==> src/rtl/dtdc_pkg.sv <==
// dtdc_pkg: shared types, constants and the month length table of the
// calendar difference unit. No dependencies; used by every rtl file.
`timescale 1ns / 1ps

package dtdc_pkg;

   localparam int FIRST_YEAR_INT = 1970;
   localparam int LAST_YEAR_INT  = 2099;

   localparam int YEAR_W  = 12;
   localparam int MONTH_W = 4;
   localparam int DAY_W   = 5;
   localparam int HOUR_W  = 5;
   localparam int MIN_W   = 6;
   localparam int SEC_W   = 6;

   // signed day count and signed seconds-of-day accumulators
   localparam int DAYS_W = 17;
   localparam int TOD_W  = 18;
   localparam int BIT_W  = 3;

   localparam logic [YEAR_W-1:0] FIRST_YEAR = YEAR_W'(FIRST_YEAR_INT);
   localparam logic [YEAR_W-1:0] LAST_YEAR  = YEAR_W'(LAST_YEAR_INT);

   // leap rule counters, seeded with the first year's residues
   localparam logic [1:0] FIRST_MOD4   = 2'(FIRST_YEAR_INT % 4);
   localparam logic [6:0] FIRST_MOD100 = 7'(FIRST_YEAR_INT % 100);
   localparam logic [8:0] FIRST_MOD400 = 9'(FIRST_YEAR_INT % 400);
   localparam logic [6:0] LAST_MOD100  = 7'd99;
   localparam logic [8:0] LAST_MOD400  = 9'd399;

   localparam logic [MONTH_W-1:0] LAST_MONTH = 4'd12;

   localparam logic signed [DAYS_W-1:0] DAYS_COMMON = 17'sd365;
   localparam logic signed [DAYS_W-1:0] DAYS_LEAP   = 17'sd366;
   localparam logic signed [TOD_W-1:0]  SEC_PER_DAY  = 18'sd86400;
   localparam logic signed [TOD_W-1:0]  SEC_PER_HOUR = 18'sd3600;
   localparam logic signed [TOD_W-1:0]  SEC_PER_MIN  = 18'sd60;

   // highest quotient bit of the hour and minute digit loops
   localparam logic [BIT_W-1:0] HOUR_TOP_BIT = 3'd4;
   localparam logic [BIT_W-1:0] MIN_TOP_BIT  = 3'd5;

   typedef struct packed {
      logic [SEC_W-1:0]   second;
      logic [MIN_W-1:0]   minute;
      logic [HOUR_W-1:0]  hour;
      logic [DAY_W-1:0]   day;
      logic [MONTH_W-1:0] month;
      logic [YEAR_W-1:0]  year;
   } dtdc_dt_type;

   localparam int DT_W = $bits(dtdc_dt_type);
   localparam int REQ_W = ((2 * DT_W + 7) / 8) * 8;
   localparam int RSP_W = ((DT_W + 7) / 8) * 8;

   typedef struct packed {
      logic [REQ_W-2*DT_W-1:0] pad;
      dtdc_dt_type             b;
      dtdc_dt_type             a;
   } dtdc_req_type;

   typedef struct packed {
      logic [RSP_W-DT_W-1:0] pad;
      dtdc_dt_type           diff;
   } dtdc_rsp_type;

   typedef enum logic [3:0] {
      OP_IDLE,
      OP_YEAR_IN,
      OP_MONTH_IN,
      OP_NORM,
      OP_HOUR,
      OP_MIN,
      OP_YEAR_OUT,
      OP_MONTH_OUT,
      OP_FINISH
   } dtdc_op_type;

   typedef struct packed {
      dtdc_op_type op;
      logic        load;
      logic        out_load;
   } dtdc_cmd_type;

   typedef struct packed {
      logic year_in_done;
      logic month_in_done;
      logic norm_done;
      logic div_last;
      logic year_out_done;
      logic month_out_done;
      logic negative;
   } dtdc_status_type;

   function automatic logic [DAY_W-1:0] month_days(input logic leap,
                                                   input logic [MONTH_W-1:0] month);
      logic [DAY_W-1:0] len;
      len = '0;
      unique case (month)
         4'd1, 4'd3, 4'd5, 4'd7, 4'd8, 4'd10, 4'd12: len = 5'd31;
         4'd4, 4'd6, 4'd9, 4'd11:                   len = 5'd30;
         4'd2:                                      len = leap ? 5'd29 : 5'd28;
         default:                                   len = '0;
      endcase
      return len;
   endfunction

endpackage

==> src/rtl/datetime_difference_calendar_unit.sv <==
// datetime_difference_calendar_unit: top level joining dtdc_ctrl and
// dtdc_datapath. Uses dtdc_pkg for the word layouts.
//
// Usage: each request word carries two date-times a and b; the response word
// gives a minus b in calendar form counted from 1970-01-01 00:00:00, with
// rsp_tuser set (and the fields at the epoch) when a precedes b.
// One word is worked on at a time. req_tready is high only while the unit is
// idle; after a word is taken the unit runs its year loop and its month loop,
// carries seconds into days, works out the hour and then the minute digits,
// runs the result year loop and month loop, then loads the result register.
// The latency is set by the year counters; a negative difference skips the
// digit and output loops. The next word can be taken in the cycle after the
// result is loaded. Reset (synchronous, active high) returns the sequencer to
// idle and clears rsp_tvalid. The result sits in an output register: a new
// request word is accepted while an earlier result waits, and the unit only
// stalls before loading its next result if rsp_tready is still low.
`timescale 1ns / 1ps

module datetime_difference_calendar_unit (
   input  logic                       clock,
   input  logic                       reset,
   input  logic                       req_tvalid,
   output logic                       req_tready,
   // a_year, a_month, a_day, a_hour, a_minute, a_second,
   // b_year, b_month, b_day, b_hour, b_minute, b_second, zero fill
   input  logic [dtdc_pkg::REQ_W-1:0] req_tdata,
   output logic                       rsp_tvalid,
   input  logic                       rsp_tready,
   // diff_year, diff_month, diff_day, diff_hour, diff_minute, diff_second, zero fill
   output logic [dtdc_pkg::RSP_W-1:0] rsp_tdata,
   // negative
   output logic [0:0]                 rsp_tuser
);

   dtdc_pkg::dtdc_cmd_type    cmd;
   dtdc_pkg::dtdc_status_type status;
   dtdc_pkg::dtdc_req_type    req_word;
   dtdc_pkg::dtdc_rsp_type    rsp_word;
   logic                      rsp_neg;

   assign req_word = dtdc_pkg::dtdc_req_type'(req_tdata);

   dtdc_ctrl u_ctrl (
      .clock     (clock),
      .reset     (reset),
      .req_valid (req_tvalid),
      .req_ready (req_tready),
      .rsp_valid (rsp_tvalid),
      .rsp_ready (rsp_tready),
      .status    (status),
      .cmd       (cmd)
   );

   dtdc_datapath u_datapath (
      .clock    (clock),
      .req_word (req_word),
      .cmd      (cmd),
      .status   (status),
      .rsp_word (rsp_word),
      .rsp_neg  (rsp_neg)
   );

   assign rsp_tdata    = rsp_word;
   assign rsp_tuser[0] = rsp_neg;

endmodule

==> src/rtl/dtdc_datapath.sv <==
// dtdc_datapath: day and seconds accumulators, year/month counters with leap
// tracking, hour/minute digit loop and the result register. Uses dtdc_pkg.
`timescale 1ns / 1ps

module dtdc_datapath (
   input  logic                     clock,
   input  dtdc_pkg::dtdc_req_type   req_word,
   input  dtdc_pkg::dtdc_cmd_type   cmd,
   output dtdc_pkg::dtdc_status_type status,
   output dtdc_pkg::dtdc_rsp_type   rsp_word,
   output logic                     rsp_neg
);

   logic [dtdc_pkg::YEAR_W-1:0]  yr_a_ff, yr_a_in, yr_b_ff, yr_b_in;
   logic [dtdc_pkg::MONTH_W-1:0] mo_a_ff, mo_a_in, mo_b_ff, mo_b_in;
   logic                         leap_a_ff, leap_a_in, leap_b_ff, leap_b_in;
   logic [dtdc_pkg::YEAR_W-1:0]  yc_ff, yc_in;
   logic [1:0]                   m4_ff, m4_in;
   logic [6:0]                   m100_ff, m100_in;
   logic [8:0]                   m400_ff, m400_in;
   logic [dtdc_pkg::MONTH_W-1:0] mc_ff, mc_in;
   logic signed [dtdc_pkg::DAYS_W-1:0] days_ff, days_in;
   logic signed [dtdc_pkg::TOD_W-1:0]  tod_ff, tod_in;
   logic [dtdc_pkg::BIT_W-1:0]   k_ff, k_in;
   logic [dtdc_pkg::HOUR_W-1:0]  hr_ff, hr_in;
   logic [dtdc_pkg::MIN_W-1:0]   mn_ff, mn_in;
   dtdc_pkg::dtdc_rsp_type       out_ff, out_in;
   logic                         neg_ff, neg_in;

   logic                               leap_now;
   logic signed [dtdc_pkg::DAYS_W-1:0] ylen, dim_a, dim_b, dim_now;
   logic                               ystep_a, ystep_b, mstep_a, mstep_b;
   logic signed [dtdc_pkg::TOD_W-1:0]  div_sel, trial;
   logic signed [5:0]                  hd;
   logic signed [6:0]                  md, sd;

   assign leap_now = (m4_ff == 2'd0) && ((m100_ff != 7'd0) || (m400_ff == 9'd0));
   assign ylen     = leap_now ? dtdc_pkg::DAYS_LEAP : dtdc_pkg::DAYS_COMMON;
   assign dim_a    = $signed(dtdc_pkg::DAYS_W'(dtdc_pkg::month_days(leap_a_ff, mc_ff)));
   assign dim_b    = $signed(dtdc_pkg::DAYS_W'(dtdc_pkg::month_days(leap_b_ff, mc_ff)));
   assign dim_now  = $signed(dtdc_pkg::DAYS_W'(dtdc_pkg::month_days(leap_now, mc_ff)));

   assign ystep_a = yc_ff < yr_a_ff;
   assign ystep_b = yc_ff < yr_b_ff;
   // months past december add nothing
   assign mstep_a = (mc_ff < mo_a_ff) && (mc_ff <= dtdc_pkg::LAST_MONTH);
   assign mstep_b = (mc_ff < mo_b_ff) && (mc_ff <= dtdc_pkg::LAST_MONTH);

   assign div_sel = (cmd.op == dtdc_pkg::OP_HOUR) ? dtdc_pkg::SEC_PER_HOUR
                                                  : dtdc_pkg::SEC_PER_MIN;
   assign trial   = tod_ff - (div_sel <<< k_ff);

   assign hd = $signed({1'b0, req_word.a.hour}) - $signed({1'b0, req_word.b.hour});
   assign md = $signed({1'b0, req_word.a.minute}) - $signed({1'b0, req_word.b.minute});
   assign sd = $signed({1'b0, req_word.a.second}) - $signed({1'b0, req_word.b.second});

   always_comb begin
      status.year_in_done   = !ystep_a && !ystep_b;
      status.month_in_done  = !mstep_a && !mstep_b;
      status.norm_done      = (tod_ff >= 0) && (tod_ff < dtdc_pkg::SEC_PER_DAY);
      status.div_last       = (k_ff == '0);
      status.year_out_done  = days_ff < ylen;
      status.month_out_done = days_ff < dim_now;
      status.negative       = days_ff[dtdc_pkg::DAYS_W-1];
   end

   always_comb begin
      yr_a_in   = yr_a_ff;
      yr_b_in   = yr_b_ff;
      mo_a_in   = mo_a_ff;
      mo_b_in   = mo_b_ff;
      leap_a_in = leap_a_ff;
      leap_b_in = leap_b_ff;
      yc_in     = yc_ff;
      m4_in     = m4_ff;
      m100_in   = m100_ff;
      m400_in   = m400_ff;
      mc_in     = mc_ff;
      days_in   = days_ff;
      tod_in    = tod_ff;
      k_in      = k_ff;
      hr_in     = hr_ff;
      mn_in     = mn_ff;
      out_in    = out_ff;
      neg_in    = neg_ff;

      if (cmd.load) begin
         priority if (req_word.a.year < dtdc_pkg::FIRST_YEAR) yr_a_in = dtdc_pkg::FIRST_YEAR;
         else if (req_word.a.year > dtdc_pkg::LAST_YEAR)      yr_a_in = dtdc_pkg::LAST_YEAR;
         else                                                 yr_a_in = req_word.a.year;
         priority if (req_word.b.year < dtdc_pkg::FIRST_YEAR) yr_b_in = dtdc_pkg::FIRST_YEAR;
         else if (req_word.b.year > dtdc_pkg::LAST_YEAR)      yr_b_in = dtdc_pkg::LAST_YEAR;
         else                                                 yr_b_in = req_word.b.year;
         mo_a_in = req_word.a.month;
         mo_b_in = req_word.b.month;
         // the day-1 terms cancel in the difference
         days_in = dtdc_pkg::DAYS_W'($signed({1'b0, req_word.a.day}))
                 - dtdc_pkg::DAYS_W'($signed({1'b0, req_word.b.day}));
         tod_in  = dtdc_pkg::TOD_W'(hd) * dtdc_pkg::SEC_PER_HOUR
                 + dtdc_pkg::TOD_W'(md) * dtdc_pkg::SEC_PER_MIN
                 + dtdc_pkg::TOD_W'(sd);
         yc_in   = dtdc_pkg::FIRST_YEAR;
         m4_in   = dtdc_pkg::FIRST_MOD4;
         m100_in = dtdc_pkg::FIRST_MOD100;
         m400_in = dtdc_pkg::FIRST_MOD400;
         mc_in   = 4'd1;
      end

      unique case (cmd.op)
         dtdc_pkg::OP_YEAR_IN: begin
            if (yc_ff == yr_a_ff) leap_a_in = leap_now;
            if (yc_ff == yr_b_ff) leap_b_in = leap_now;
            if (!status.year_in_done) begin
               days_in = days_ff + (ystep_a ? ylen : '0) - (ystep_b ? ylen : '0);
               yc_in   = yc_ff + 1'b1;
               m4_in   = m4_ff + 1'b1;
               m100_in = (m100_ff == dtdc_pkg::LAST_MOD100) ? '0 : m100_ff + 1'b1;
               m400_in = (m400_ff == dtdc_pkg::LAST_MOD400) ? '0 : m400_ff + 1'b1;
            end
         end
         dtdc_pkg::OP_MONTH_IN: begin
            if (!status.month_in_done) begin
               days_in = days_ff + (mstep_a ? dim_a : '0) - (mstep_b ? dim_b : '0);
               mc_in   = mc_ff + 1'b1;
            end
         end
         dtdc_pkg::OP_NORM: begin
            // bring seconds into one day, carrying into the day count
            if (tod_ff < 0) begin
               tod_in  = tod_ff + dtdc_pkg::SEC_PER_DAY;
               days_in = days_ff - 17'sd1;
            end else if (tod_ff >= dtdc_pkg::SEC_PER_DAY) begin
               tod_in  = tod_ff - dtdc_pkg::SEC_PER_DAY;
               days_in = days_ff + 17'sd1;
            end
            k_in    = dtdc_pkg::HOUR_TOP_BIT;
            hr_in   = '0;
            mn_in   = '0;
            yc_in   = dtdc_pkg::FIRST_YEAR;
            m4_in   = dtdc_pkg::FIRST_MOD4;
            m100_in = dtdc_pkg::FIRST_MOD100;
            m400_in = dtdc_pkg::FIRST_MOD400;
         end
         dtdc_pkg::OP_HOUR: begin
            if (trial >= 0) begin
               tod_in = trial;
               hr_in  = hr_ff | (dtdc_pkg::HOUR_W'(1) << k_ff);
            end
            k_in = status.div_last ? dtdc_pkg::MIN_TOP_BIT : k_ff - 1'b1;
         end
         dtdc_pkg::OP_MIN: begin
            if (trial >= 0) begin
               tod_in = trial;
               mn_in  = mn_ff | (dtdc_pkg::MIN_W'(1) << k_ff);
            end
            k_in = k_ff - 1'b1;
         end
         dtdc_pkg::OP_YEAR_OUT: begin
            mc_in = 4'd1;
            if (!status.year_out_done) begin
               days_in = days_ff - ylen;
               yc_in   = yc_ff + 1'b1;
               m4_in   = m4_ff + 1'b1;
               m100_in = (m100_ff == dtdc_pkg::LAST_MOD100) ? '0 : m100_ff + 1'b1;
               m400_in = (m400_ff == dtdc_pkg::LAST_MOD400) ? '0 : m400_ff + 1'b1;
            end
         end
         dtdc_pkg::OP_MONTH_OUT: begin
            if (!status.month_out_done) begin
               days_in = days_ff - dim_now;
               mc_in   = mc_ff + 1'b1;
            end
         end
         default: begin
         end
      endcase

      if (cmd.out_load) begin
         out_in.pad = '0;
         neg_in     = status.negative;
         if (status.negative) begin
            out_in.diff.year   = dtdc_pkg::FIRST_YEAR;
            out_in.diff.month  = 4'd1;
            out_in.diff.day    = 5'd1;
            out_in.diff.hour   = '0;
            out_in.diff.minute = '0;
            out_in.diff.second = '0;
         end else begin
            out_in.diff.year   = yc_ff;
            out_in.diff.month  = mc_ff;
            out_in.diff.day    = days_ff[dtdc_pkg::DAY_W-1:0] + 5'd1;
            out_in.diff.hour   = hr_ff;
            out_in.diff.minute = mn_ff;
            out_in.diff.second = tod_ff[dtdc_pkg::SEC_W-1:0];
         end
      end
   end

   always_ff @(posedge clock) begin
      yr_a_ff   <= yr_a_in;
      yr_b_ff   <= yr_b_in;
      mo_a_ff   <= mo_a_in;
      mo_b_ff   <= mo_b_in;
      leap_a_ff <= leap_a_in;
      leap_b_ff <= leap_b_in;
      yc_ff     <= yc_in;
      m4_ff     <= m4_in;
      m100_ff   <= m100_in;
      m400_ff   <= m400_in;
      mc_ff     <= mc_in;
      days_ff   <= days_in;
      tod_ff    <= tod_in;
      k_ff      <= k_in;
      hr_ff     <= hr_in;
      mn_ff     <= mn_in;
      out_ff    <= out_in;
      neg_ff    <= neg_in;
   end

   assign rsp_word = out_ff;
   assign rsp_neg  = neg_ff;

endmodule

==> src/rtl/dtdc_ctrl.sv <==
// dtdc_ctrl: sequencer of the calendar difference unit and owner of the
// result valid flag. Uses dtdc_pkg for the command and status structs.
`timescale 1ns / 1ps

module dtdc_ctrl (
   input  logic                      clock,
   input  logic                      reset,
   input  logic                      req_valid,
   output logic                      req_ready,
   output logic                      rsp_valid,
   input  logic                      rsp_ready,
   input  dtdc_pkg::dtdc_status_type status,
   output dtdc_pkg::dtdc_cmd_type    cmd
);

   typedef enum logic [3:0] {
      S_IDLE,
      S_YEAR_IN,
      S_MONTH_IN,
      S_NORM,
      S_HOUR,
      S_MIN,
      S_YEAR_OUT,
      S_MONTH_OUT,
      S_FINISH
   } state_type;

   state_type state_ff, state_in;
   logic      valid_ff, valid_in;

   always_comb begin
      state_in     = state_ff;
      valid_in     = valid_ff;
      cmd.op       = dtdc_pkg::OP_IDLE;
      cmd.load     = 1'b0;
      cmd.out_load = 1'b0;

      if (valid_ff && rsp_ready) valid_in = 1'b0;

      unique case (state_ff)
         S_IDLE: begin
            if (req_valid) begin
               cmd.load = 1'b1;
               state_in = S_YEAR_IN;
            end
         end
         S_YEAR_IN: begin
            cmd.op = dtdc_pkg::OP_YEAR_IN;
            if (status.year_in_done) state_in = S_MONTH_IN;
         end
         S_MONTH_IN: begin
            cmd.op = dtdc_pkg::OP_MONTH_IN;
            if (status.month_in_done) state_in = S_NORM;
         end
         S_NORM: begin
            cmd.op = dtdc_pkg::OP_NORM;
            if (status.norm_done) state_in = status.negative ? S_FINISH : S_HOUR;
         end
         S_HOUR: begin
            cmd.op = dtdc_pkg::OP_HOUR;
            if (status.div_last) state_in = S_MIN;
         end
         S_MIN: begin
            cmd.op = dtdc_pkg::OP_MIN;
            if (status.div_last) state_in = S_YEAR_OUT;
         end
         S_YEAR_OUT: begin
            cmd.op = dtdc_pkg::OP_YEAR_OUT;
            if (status.year_out_done) state_in = S_MONTH_OUT;
         end
         S_MONTH_OUT: begin
            cmd.op = dtdc_pkg::OP_MONTH_OUT;
            if (status.month_out_done) state_in = S_FINISH;
         end
         S_FINISH: begin
            cmd.op = dtdc_pkg::OP_FINISH;
            // result register free or being emptied this cycle
            if (!valid_ff || rsp_ready) begin
               cmd.out_load = 1'b1;
               valid_in     = 1'b1;
               state_in     = S_IDLE;
            end
         end
         default: state_in = S_IDLE;
      endcase
   end

   always_ff @(posedge clock) begin
      if (reset) begin
         state_ff <= S_IDLE;
         valid_ff <= 1'b0;
      end else begin
         state_ff <= state_in;
         valid_ff <= valid_in;
      end
   end

   assign req_ready = (state_ff == S_IDLE);
   assign rsp_valid = valid_ff;

endmodule

==> config.mk <==
export PLATFORM = sky130hd
export DESIGN_NAME = datetime_difference_calendar_unit
export DESIGN_NICKNAME = d
export VERILOG_FILES = /design/src/rtl/dtdc_pkg.sv /design/src/rtl/datetime_difference_calendar_unit.sv /design/src/rtl/dtdc_datapath.sv /design/src/rtl/dtdc_ctrl.sv
export SDC_FILE = /design/constraint.sdc
export NUM_CORES = 1
export LEC_CHECK = 0
export ABC_AREA = 1
export BUFFER_PORTS_ARGS = -buffer_cell sky130_fd_sc_hd__buf_2
export CORE_ASPECT_RATIO = 1.75
export CORE_MARGIN = 3
export CORE_UTILIZATION = 63
export CTS_CLUSTER_SIZE = 24
export DETAILED_ROUTE_END_ITERATION = 16
export GPL_TIMING_DRIVEN = 0
export PLACE_DENSITY_LB_ADDON = 0.05
export SLEW_MARGIN = 20
export SYNTH_ARGS = -nofsm -noshare
export SYNTH_HDL_FRONTEND = slang
export SYNTH_SLANG_ARGS = --single-unit
export TNS_END_PERCENT = 100
==> constraint.sdc <==
create_clock -name clock -period 9.45 [get_ports clock]
set_input_delay 1.4175 -clock clock [delete_from_list [all_inputs] [get_ports clock]]
set_output_delay 1.4175 -clock clock [all_outputs]
set_load 0.005 [all_outputs]
Word-level counts from Yosys, hierarchy flattened

Index checks and enable logic that the tools add are counted.

$add $sub $neg: 24
Multipliers: 2
Order comparisons: 16
Equal/unequal tests: 42
Shift operators: 3
Muxes and demuxes: 74
Bitwise logic cells: 2
Reductions and logical operators: 32

Operators with widths:

| operator             | number |
|---|---|
| $mux 17              | 9 |
| $pmux 17 s5          | 1 |
| $mux 12              | 6 |
| $mux 18              | 4 |
| $mux 4               | 13 |
| $sub 17x17->17       | 3 |
| $eq 4x3->1 const B   | 12 |
| $pmux 5 s3           | 3 |
| $ge 18x1->1 const B  | 2 |
| $mux 9               | 4 |
| $pmux 12 s3          | 1 |
| $pmux 18 s2          | 1 |
| $pmux 4 s9           | 1 |
| $add 17x17->17       | 2 |
| $pmux 4 s8           | 1 |
| $mux 7               | 4 |
| $pmux 9 s3           | 1 |
| $eq 12x12->1         | 2 |
| $eq 4x2->1 const B   | 6 |
| $eq 4x4->1 const B   | 6 |
| $gt 12x12->1 const B | 2 |
| $lt 12x11->1 const B | 2 |
| $lt 12x12->1         | 2 |
| $pmux 7 s3           | 1 |
| other kinds (61)     | 106 |

Bits in registers: 161
Input port bits: 84
Logic and storage cells: 222

Longest topological paths before layout

Gate-level depths: netlist of run 1.

Word-level depth: 9
Depth in mapped cells: 40
Gate-level depth less buffers: 40

Hierarchy

A second synthesis of run 1 with hierarchy kept.

Cell total of the unflattened synthesis: 2625
Area, all modules: 18407.7 sq um

By module, submodules not included:

| module        | times used | cells each | area an instance (sq um) |
|---|---|---|---|
| dtdc_datapath | 1          | 2548       | 17963.5 |
| dtdc_ctrl     | 1          | 77         | 444.2 |

Worst setup path after synthesis of run 1

Ideal clock, no wire load.

Path kind: input to register
Start: input req_tdata[21] in the netlist's numbering
End: register u_datapath.tod_ff[16] in the netlist's numbering
Library setup time: 0.120 ns
Arrival: 7.062 ns
Required time: 9.330 ns
Slack: 2.268 ns
Cell stages on the path: 33
Buffers on the path: 0
Cell sequence: inv_1 -> ha_1 -> inv_1 -> fa_1 -> nand3_1 -> nand2_1 -> xnor2_1 -> fa_1 -> fa_1 -> inv_1 -> fa_1 -> ha_1 -> ha_1 -> nand2_1 -> a21oi_1 -> or2_2 -> xor2_1 -> xor2_1 -> inv_1 -> ha_1 -> ha_1 -> inv_1 -> nor3_1 -> inv_1 -> nor3_1 -> nand2_1 -> nand2_1 -> xor2_1 -> nand2_1 -> nand2_1 -> nand2_1 -> nand3_1 -> nand3_1

Cells in the longest elaborated chain, start to end: 8

RTL lines:

| element                        | line                                    | source |
|---|---|---|
| start, declared                | datetime_difference_calendar_unit.sv:26 | `input logic [dtdc_pkg::REQ_W-1:0] req_tdata,` |
| $sub 5x5->6 (*)                | dtdc_datapath.sv:53                     | `assign hd = $signed({1'b0, req_word.a.hour}) - $signed({1'b0, req_word.b.hour});` |
| $mul 6x9->14 (*)               | dtdc_datapath.sv:99                     | `tod_in = dtdc_pkg::TOD_W'(hd) * dtdc_pkg::SEC_PER_HOUR` |
| $add 18x18->18 (*)             | dtdc_datapath.sv:100                    | `+ dtdc_pkg::TOD_W'(md) * dtdc_pkg::SEC_PER_MIN` |
| $add 18x7->18 (*)              | dtdc_datapath.sv:101                    | `+ dtdc_pkg::TOD_W'(sd);` |
| $mux 18 (*)                    | dtdc_datapath.sv:87                     | `if (cmd.load) begin` |
| $mux 18                        | dtdc_datapath.sv:132                    | `end else if (tod_ff >= dtdc_pkg::SEC_PER_DAY) begin` |
| $mux 18                        | dtdc_datapath.sv:129                    | `if (tod_ff < 0) begin` |
| $pmux 18 s2 (*)                | dtdc_datapath.sv:109                    | `unique case (cmd.op)` |
| net u_datapath.tod_in, one bit | dtdc_datapath.sv:23                     | `logic signed [dtdc_pkg::TOD_W-1:0] tod_ff, tod_in;` |
| end signal, assigned           | dtdc_datapath.sv:212                    | `tod_ff <= tod_in;` |
| end, declared                  | dtdc_datapath.sv:23                     |  |

Mark *: on every way through the listed nets, which the timed path passes. The rest lies on a longest branch.
A chain may end at the register's enable or synchronous reset.

Worst setup path after layout of run 1

Start: input req_tdata[61] in the netlist's numbering
End: register u_datapath.tod_ff[16] in the netlist's numbering

The elaborated chain is that of the path after synthesis.

==> flow_summary.ini, run 1 <==
[placement]
routabilityCongestion = 1.05
place_ws_ns = 1.62
io_buffers = 120
dpl.hpwl_mm = 48.2

[floorplanning]
dieWidth_um = 134
die_h_um = 230
die_area_sq_mm = 0.0307
initial_core_util = 0.641
row_count = 81
core_area_sq_mm = 0.0281
io_pins = 127

[sta]
fin_crit_ns = 7.45
fin_skew_ns = 0.0195
finalSetupViolCount = 0
slew_headroom = 0.236
hold_viol_final = 0
rsz0062_at_grt = false
setup-tns-final_ns = 0
slew_viol_final = 0
max_freq_ghz = 0.134
finalCritPeriodShare = 0.789
setup_ws_ns = 2.00
fin_hold_ws_ns = 0.465
worst_pin_slew_ns = 1.15

[logic_synthesis]
syn_inst = 2561
yosysSeqAreaShare = 0.231
synth_area_leaders = edfxtp_1, ha_1, nand2_1, inv_1, dfxtp_1
ys_seq_elements = 161
yosys.area.top_type_share = 0.157
synth.avg_cell_area_sq_um = 7.03
synth.distinct_cells = 63
yosysMostFrequentCell = nand2_1
syn_area_sq_mm = 0.0180
synth_common_cells = nand2_1, inv_1, nand3_1, ha_1, nor2_1
synth_edf_count = 94
yosysWarnings = 0
async_flop_share = 0
synthFlopType = edfxtp_1
synth_largest_area_cell = edfxtp_1

[critical_path]
reg2reg_depth = 20
path_class = primary input to register
slowest_delay_ns = 0.55
arrival_ns = 7.78
crit_top_cell = nand2_1
r2r_setup_slack_ns = 4.64
r2r_end = u_datapath.days_ff[14]$_DFF_P_
required_ns = 9.78
cpLargestDelayFamily = adder cells
cp_max_fo = 4
critPathLaunchType = primary input
endpoint_kind = register
slowest_stage = fa_1
path_buf_inv = 7
worstReg2RegStart = u_datapath.yc_ff[7]$_DFF_P_

[clock_tree]
cts.sinks = 161
clk_pin_slew_ns = 0.07
cts_hold_buf = 0
post_cts.repair.setup_buffers = 0
cts_max_level = 4
numCtsBuffers = 17
ctsRootBufferMaster = clkbuf_16
clk_latency_ns = 0.45
cts_tree = yes
clk_path_buf_depth = 2
ctsResizeCount = 0

[route]
first_iter_violations = 1298
vias = 18398
drt.antenna.violating_nets = 0
avgViaCountPerCell = 5.96
drtPass1Iterations = 8
remaining_drc_errors = 0
wl_mm = 60.9
post_drt_wl_per_cell_um = 19.7

[grt]
grt_pass1_vias = 18463
grt_pass1_wl_mm = 93.3
antenna_found_initial = 1
grt_max_degree = 42
gr-total-overflow = 0
grt_use_total = 0.389

[worst_hold_path]
hold_end = u_datapath.rsp_neg$_DFFE_PP_
hold_depth = 0
min_path_type = register to register
min_from = u_datapath.days_ff[16]$_DFF_P_

[finish]
area_growth_pct = 9.63
layout-drive-gt1-share = 0.109
nNetsFinal = 3036
num_antenna_cells = 0

[status]
run_status = complete, no violations

[run]
maxCapViolCount = 0
-- registers in the layout, indices dropped and copies added (netlist names), 5 cells and up --
signal,flops
u_datapath.mn_ff,6
u_datapath.hr_ff,5
u_datapath.yr_b_ff,12
u_datapath.days_ff,17
u_datapath.yc_ff,12
u_datapath.yr_a_ff,12
u_datapath.rsp_word,38
u_datapath.m100_ff,7
u_datapath.m400_ff,9
u_datapath.tod_ff,18
-- through the flow --
step | instance area, sq um | std cells | util
after CTS | 19700 | 3089 | 0.703
after detailed placement | 19100 | 3057 | 0.681
final | 19700 | 3089 | 0.703
after global placement | 19100 | 3055 | 0.679
after global routing | 19700 | 3089 | 0.703
after floorplan | 18000 | 2562 | -
-- per-layer routing --
metal | global-route usage | up-vias | routed length (um) | part of all wire
met2 | 0.703 | 886 | 30700 | 0.50
met5 | 0 | - | 0 | 0
met3 | 0.0615 | 325 | 4020 | 0.066
li1 | - | 8702 | - | -
met4 | 0.339 | 0 | 6100 | 0.10
met1 | 0.374 | 8485 | 20100 | 0.33
-- cell usage in the layout (no fill, tap or decap), types with 19 or more instances in the layout --
cell type / Yosys / final
xor2_1: 101 / 101
dfxtp_1: 67 / 67
o21ai_0: 147 / 147
buf_2: 17 / 137
inv_1: 409 / 409
clkbuf_1: 21 / 21
fa_1: 43 / 43
nand2_1: 548 / 548
nand3_1: 207 / 207
nor3_1: 43 / 43
nor2_1: 196 / 194
a21oi_1: 161 / 161
nand4_1: 36 / 36
edfxtp_1: 94 / 94
xnor2_1: 19 / 19
ha_1: 206 / 206
-- worst max path at each step --
stage / start / end / cells past startpoint
2_1_floorplan: req_tdata[21] / u_datapath.tod_ff[16]$_DFF_P_ / 33
3_3_place_gp: req_tdata[21] / u_datapath.tod_ff[16]$_DFF_P_ / 34
3_5_place_dp: req_tdata[61] / u_datapath.tod_ff[16]$_DFF_P_ / 33
4_1_cts: req_tdata[61] / u_datapath.tod_ff[16]$_DFF_P_ / 33
5_1_grt: req_tdata[61] / u_datapath.tod_ff[16]$_DFF_P_ / 33
6_report: req_tdata[61] / u_datapath.tod_ff[16]$_DFF_P_ / 33
-- cells by family (layout without fill, tap and decap cells) --
logic type | after synthesis | in the layout | synth area share
xor gates and xnor gates | 120 | 120 | 0.0584
other | 1 | 2 | 0.000208
DFF | 161 | 161 | 0.231
adders and majority gates | 249 | 249 | 0.191
AOI/OAI and AO/OA | 433 | 433 | 0.138
and+or+nand+nor | 1107 | 1107 | 0.272
buffers and inverters | 490 | 644 | 0.109
-- cell type report --
cell class              count  area [sq um]
repair buffers            122           636
multi-input cells        1911         11900
inverters                 430          1620
well taps                 373           467
plain buffers              60           344
fillers                  2482          8340
clock inverters            15           193
clock buffers              17           425
flip-flops and latches    161          4160
Power of run 1 is left out: the tool's default activity adds up to more than one toggle a clock period on the data nets, which glitch-free logic cannot reach.
==> run 2, diff against run 1 <==
- clock period: 9.45 -> 7.6 ns (I/O delays scaled with it)
==> run 2 against run 1 <==
Design area about the same; global-route usage unchanged; hold slack about the same; non-clock buffer count up 2; final cell count about the same; critical path depth up 1; utilization up 0.054 points; count of clock-buffer cells in the layout unchanged; wire length about the same; critical endpoint unchanged.
==> flow_summary.ini, run 2 (synthesis results as in run 1) <==
[sta]
worst_pin_slew_ns = 1.16
hold_viol_final = 0
fin_crit_ns = 7.19
fin_skew_ns = 0.0203
finalCritPeriodShare = 0.946
fin_hold_ws_ns = 0.465
setup-tns-final_ns = 0
slew_viol_final = 0
max_freq_ghz = 0.139
finalSetupViolCount = 0
slew_headroom = 0.227

[placement]
dpl.hpwl_mm = 48.2
io_buffers = 120
routabilityCongestion = 1.05
post_dp_cell_area_sq_mm = 0.0191

[grt]
grt_pass1_vias = 18463
gr-total-overflow = 0
antenna_found_initial = 1
grt_use_total = 0.389
grt_max_degree = 42
grt_pass1_wl_mm = 93.3

[route]
avgViaCountPerCell = 5.98
first_iter_violations = 1407
post_drt_wl_per_cell_um = 19.7
remaining_drc_errors = 0
drtPass1Iterations = 7
vias = 18476
wl_mm = 60.9
drt.antenna.violating_nets = 0

[finish]
fin_area_sq_mm = 0.0198
layout-drive-gt1-share = 0.110
nNetsFinal = 3038
final_core_util = 0.704
layout.cells.most_common_list = nand2_1, inv_1, nand3_1
largest_register_ffs = 38
layout_commonest_cell = nand2_1
num_antenna_cells = 0
area_growth_pct = 9.72

[critical_path]
cp.depth = 34
critPathLaunchType = primary input
arrival_ns = 7.52
crit_path_start = req_tdata[21]
r2r_end = u_datapath.days_ff[14]$_DFF_P_
endpoint = u_datapath.tod_ff[16]$_DFF_P_
crit_top_cell = nand2_1
path_buf_inv = 7
worstReg2RegStart = u_datapath.yc_ff[7]$_DFF_P_
path_class = primary input to register
slowest_delay_ns = 0.55
cpLargestDelayFamily = adder cells
reg2reg_depth = 20
endpoint_kind = register
r2r_setup_slack_ns = 2.78
required_ns = 7.93
slowest_stage = fa_1
cp_max_fo = 4

[clock_tree]
cts.sinks = 161
clk_path_buf_depth = 2
clk_pin_slew_ns = 0.07
cts_tree = yes
ctsRootBufferMaster = clkbuf_16
numCtsBuffers = 17
cts_hold_buf = 0
clk_latency_ns = 0.46
ctsResizeCount = 0
cts_max_level = 4

[worst_hold_path]
min_from = u_datapath.days_ff[16]$_DFF_P_
min_path_type = register to register

[floorplanning]
core_area_sq_mm = 0.0281
row_count = 81
io_pins = 127
initial_core_util = 0.641
dieWidth_um = 134
die_area_sq_mm = 0.0307
die_h_um = 230

[status]
run_status = complete, no violations

[run]
maxCapViolCount = 0
run 2: worst min-delay path by stage:
stage,cells after the start,end,slack [ns]
floorplan,0,u_datapath.rsp_neg$_DFFE_PP_,0.43
finish,0,u_datapath.rsp_neg$_DFFE_PP_,0.47
CTS,0,u_datapath.rsp_neg$_DFFE_PP_,0.46
global route,0,u_datapath.rsp_neg$_DFFE_PP_,0.48
detailed placement,0,u_datapath.rsp_neg$_DFFE_PP_,0.45
global placement,0,u_datapath.rsp_neg$_DFFE_PP_,0.43
run 2: worst reg2reg max path, stage by stage (launching register included):
cell	delay [ns]
dfxtp_1	0.45
ha_1	0.30
a21oi_1	0.15
o21ai_0	0.12
nand4_1	0.09
o211ai_1	0.10
nor2_2	0.59
nand2_1	0.16
fa_1	0.50
inv_1	0.07
fa_1	0.48
nand3_1	0.09
nand3_1	0.18
a21oi_1	0.27
nor2_1	0.07
o21ai_0	0.15
nand2_1	0.12
nand2_1	0.10
nand3_1	0.34
a31oi_1	0.29
nand2_1	0.07
run 2: per-stage QoR:
stage | std cells | setup WS (ns)
after detailed placement | 3057 | 0.0450
final | 3091 | 0.410
after CTS | 3089 | 0.474
after global placement | 3055 | 0.115
after global routing | 3091 | -0.00492
after floorplan | 2562 | 0.695
run 2: final cells by class:
type | count | area [sq um]
sequential | 161 | 4160
clock inverter | 15 | 193
timing repair buffer | 124 | 651
multi-input combinational | 1911 | 11900
fill | 2476 | 8320
clock buffer | 17 | 425
buffer | 60 | 344
tap | 373 | 467
inverter | 430 | 1620
run 2: repair_timing:
action,in CTS,in global routing
endpoints found under the hold margin,0,0
endpoints found under the setup margin,0,1
buffers inserted,0,2
run 2: per-layer routing:
layer | up-vias | GRT usage | share of wire
li1 | 8699 | - | -
met1 | 8532 | 0.374 | 0.33
met2 | 910 | 0.703 | 0.50
met3 | 335 | 0.0615 | 0.066
met4 | 0 | 0.339 | 0.10
met5 | - | 0 | 0
Power of run 2 is left out for the same reason.
==> run 3, diff against run 2 <==
- REMOVE_ABC_BUFFERS: not set -> 1
- SYNTH_HIERARCHICAL: not set -> 1
==> run 3 against run 2 <==
Synthesized area up 2.3%; die area up 2.2%; synthesized cell count is 2.5% higher; maximum frequency grew 0.50%; non-clock buffer count is 44 lower; first-iteration DRC count down 3.5%; register-to-register slack got worse by 0.50 ns; global-route usage shrank 4.0 points; wire length fell by 8.7%; utilization fell by 1.1 points; via count down 0.19%; critical endpoint is now u_datapath/tod_ff[16]$_DFF_P_.
==> flow_summary.ini, run 3 <==
[clock_tree]
numCtsBuffers = 17
ctsRootBufferMaster = clkbuf_16
clk_pin_slew_ns = 0.07
ctsResizeCount = 0
cts_hold_buf = 0
cts.sinks = 161
clk_latency_ns = 0.47
cts_tree = yes
post_cts.repair.setup_buffers = 0
cts_max_level = 4
clk_path_buf_depth = 2

[logic_synthesis]
synthFlopType = edfxtp_1
syn_area_sq_mm = 0.0184
synth_edf_count = 94
syn_inst = 2625
synth_largest_area_cell = edfxtp_1
yosys.area.top_type_share = 0.153
async_flop_share = 0
synth_area_leaders = edfxtp_1, ha_1, nand2_1, inv_1, dfxtp_1
ys_seq_elements = 161
yosysWarnings = 6
yosysMostFrequentCell = nand2_1
yosysSeqAreaShare = 0.226
synth.avg_cell_area_sq_um = 7.01
synth_common_cells = nand2_1, inv_1, nor2_1, o21ai_0, a21oi_1
synth.distinct_cells = 69

[floorplanning]
initial_core_util = 0.641
dieWidth_um = 135
io_pins = 127
die_area_sq_mm = 0.0314
row_count = 82
die_h_um = 232
core_area_sq_mm = 0.0287

[route]
post_drt_wl_per_cell_um = 18.0
drt.antenna.violating_nets = 0
dr_wl_met2_mm = 28.9
top_layer = met4
dr_wl_met3_mm = 2.94
avgViaCountPerCell = 5.96
vias = 18440
wl_met1_mm = 18.8
drtPass1Iterations = 8
remaining_drc_errors = 0
first_iter_violations = 1358
wl_mm = 55.6

[critical_path]
arrival_ns = 7.55
required_ns = 8.00
critPathLaunchType = primary input
cpLargestDelayFamily = adder cells
crit_top_cell = inv_1
endpoint_kind = register
path_buf_inv = 8
slowest_stage = fa_1
slowest_delay_ns = 0.55
r2r_setup_slack_ns = 2.28
path_class = primary input to register
cp_max_fo = 4

[finish]
num_antenna_cells = 0
fin_area_sq_mm = 0.0199
area_growth_pct = 8.14
layout-drive-gt1-share = 0.0994
largest_register_ffs = 38
layout_commonest_cell = nand2_1
nNetsFinal = 3035
layout.cells.most_common_list = nand2_1, inv_1, nor2_1

[sta]
slew_viol_final = 0
fin_crit_ns = 7.15
fin_skew_ns = 0.0155
hold_viol_final = 0
finalSetupViolCount = 0
finalCritPeriodShare = 0.941
max_freq_ghz = 0.140
worst_pin_slew_ns = 1.17
rsz0062_at_grt = false
slew_headroom = 0.222

[grt]
grt_max_degree = 75
grt_pass1_wl_mm = 86.9
gr-total-overflow = 0
grt_pass1_vias = 17990
grt_use_total = 0.349
antenna_found_initial = 0

[placement]
io_buffers = 120
routabilityCongestion = 1.00
dpl.hpwl_mm = 42.7
post_dp_cell_area_sq_mm = 0.0193

[status]
run_status = complete, no violations

[run]
maxCapViolCount = 0

[worst_hold_path]
min_path_type = register to register
run 3: final timing paths:
path                                           end                              start  depth (start not counted)
min          u_datapath/rsp_word[22]$_SDFFCE_PP0P_  u_datapath/hr_ff[1]$_SDFFCE_PN0P_                          2
max reg2reg      u_datapath/mn_ff[1]$_SDFFCE_PN0P_    u_ctrl/state_ff[0]$_SDFFE_PP0P_                         25
max                  u_datapath/tod_ff[16]$_DFF_P_                      req_tdata[21]                         33
min reg2reg  u_datapath/rsp_word[22]$_SDFFCE_PP0P_  u_datapath/hr_ff[1]$_SDFFCE_PN0P_                          2
run 3: metrics by stage:
step,hold WS (ns),instances,setup WS [ns],utilization,setup TNS (ns)
after floorplan,0.488,2544,-2.20,-,-47.23
after global placement,0.534,3042,-10.41,0.663,-573.60
after detailed placement,0.542,3062,-0.183,0.672,-0.183
after CTS,0.559,3094,0.279,0.693,0
after global routing,0.572,3094,0.00730,0.693,0
final,0.555,3094,0.446,0.693,0
run 3: tightest hold or removal path: cells and delay by family (launching register included):
family / cells / cell delay, ns
DFF: 1 / 0.32
and+or+nand+nor: 1 / 0.07
buffers and inverters: 1 / 0.05
run 3: cells by family (layout without fill, tap and decap cells):
group           after synthesis  in the layout  share of synthesized area
compound gates              599            599                      0.185
xor+xnor                    114            114                     0.0542
fa+ha+maj                   248            248                      0.187
buf+inv                     526            616                      0.115
flops                       161            161                      0.226
other cells                   1              2                   0.000204
simple gates                976            976                      0.232
run 3: metal layers:
layer | vias up | track usage
li1 | 8862 | -
met1 | 8555 | 0.329
met2 | 751 | 0.659
met3 | 272 | 0.0458
met4 | 0 | 0.274
met5 | - | 0
run 3: layout make-up:
type | instances | area (sq um)
Clock buffer | 18 | 429
Clock inverter | 14 | 170
Fill cell | 2583 | 8820
Inverter | 444 | 1680
Multi-Input combinational cell | 1939 | 12200
Sequential cell | 161 | 4170
Tap cell | 378 | 473
Timing Repair Buffer | 140 | 823
Power of run 3 is left out for the same reason.
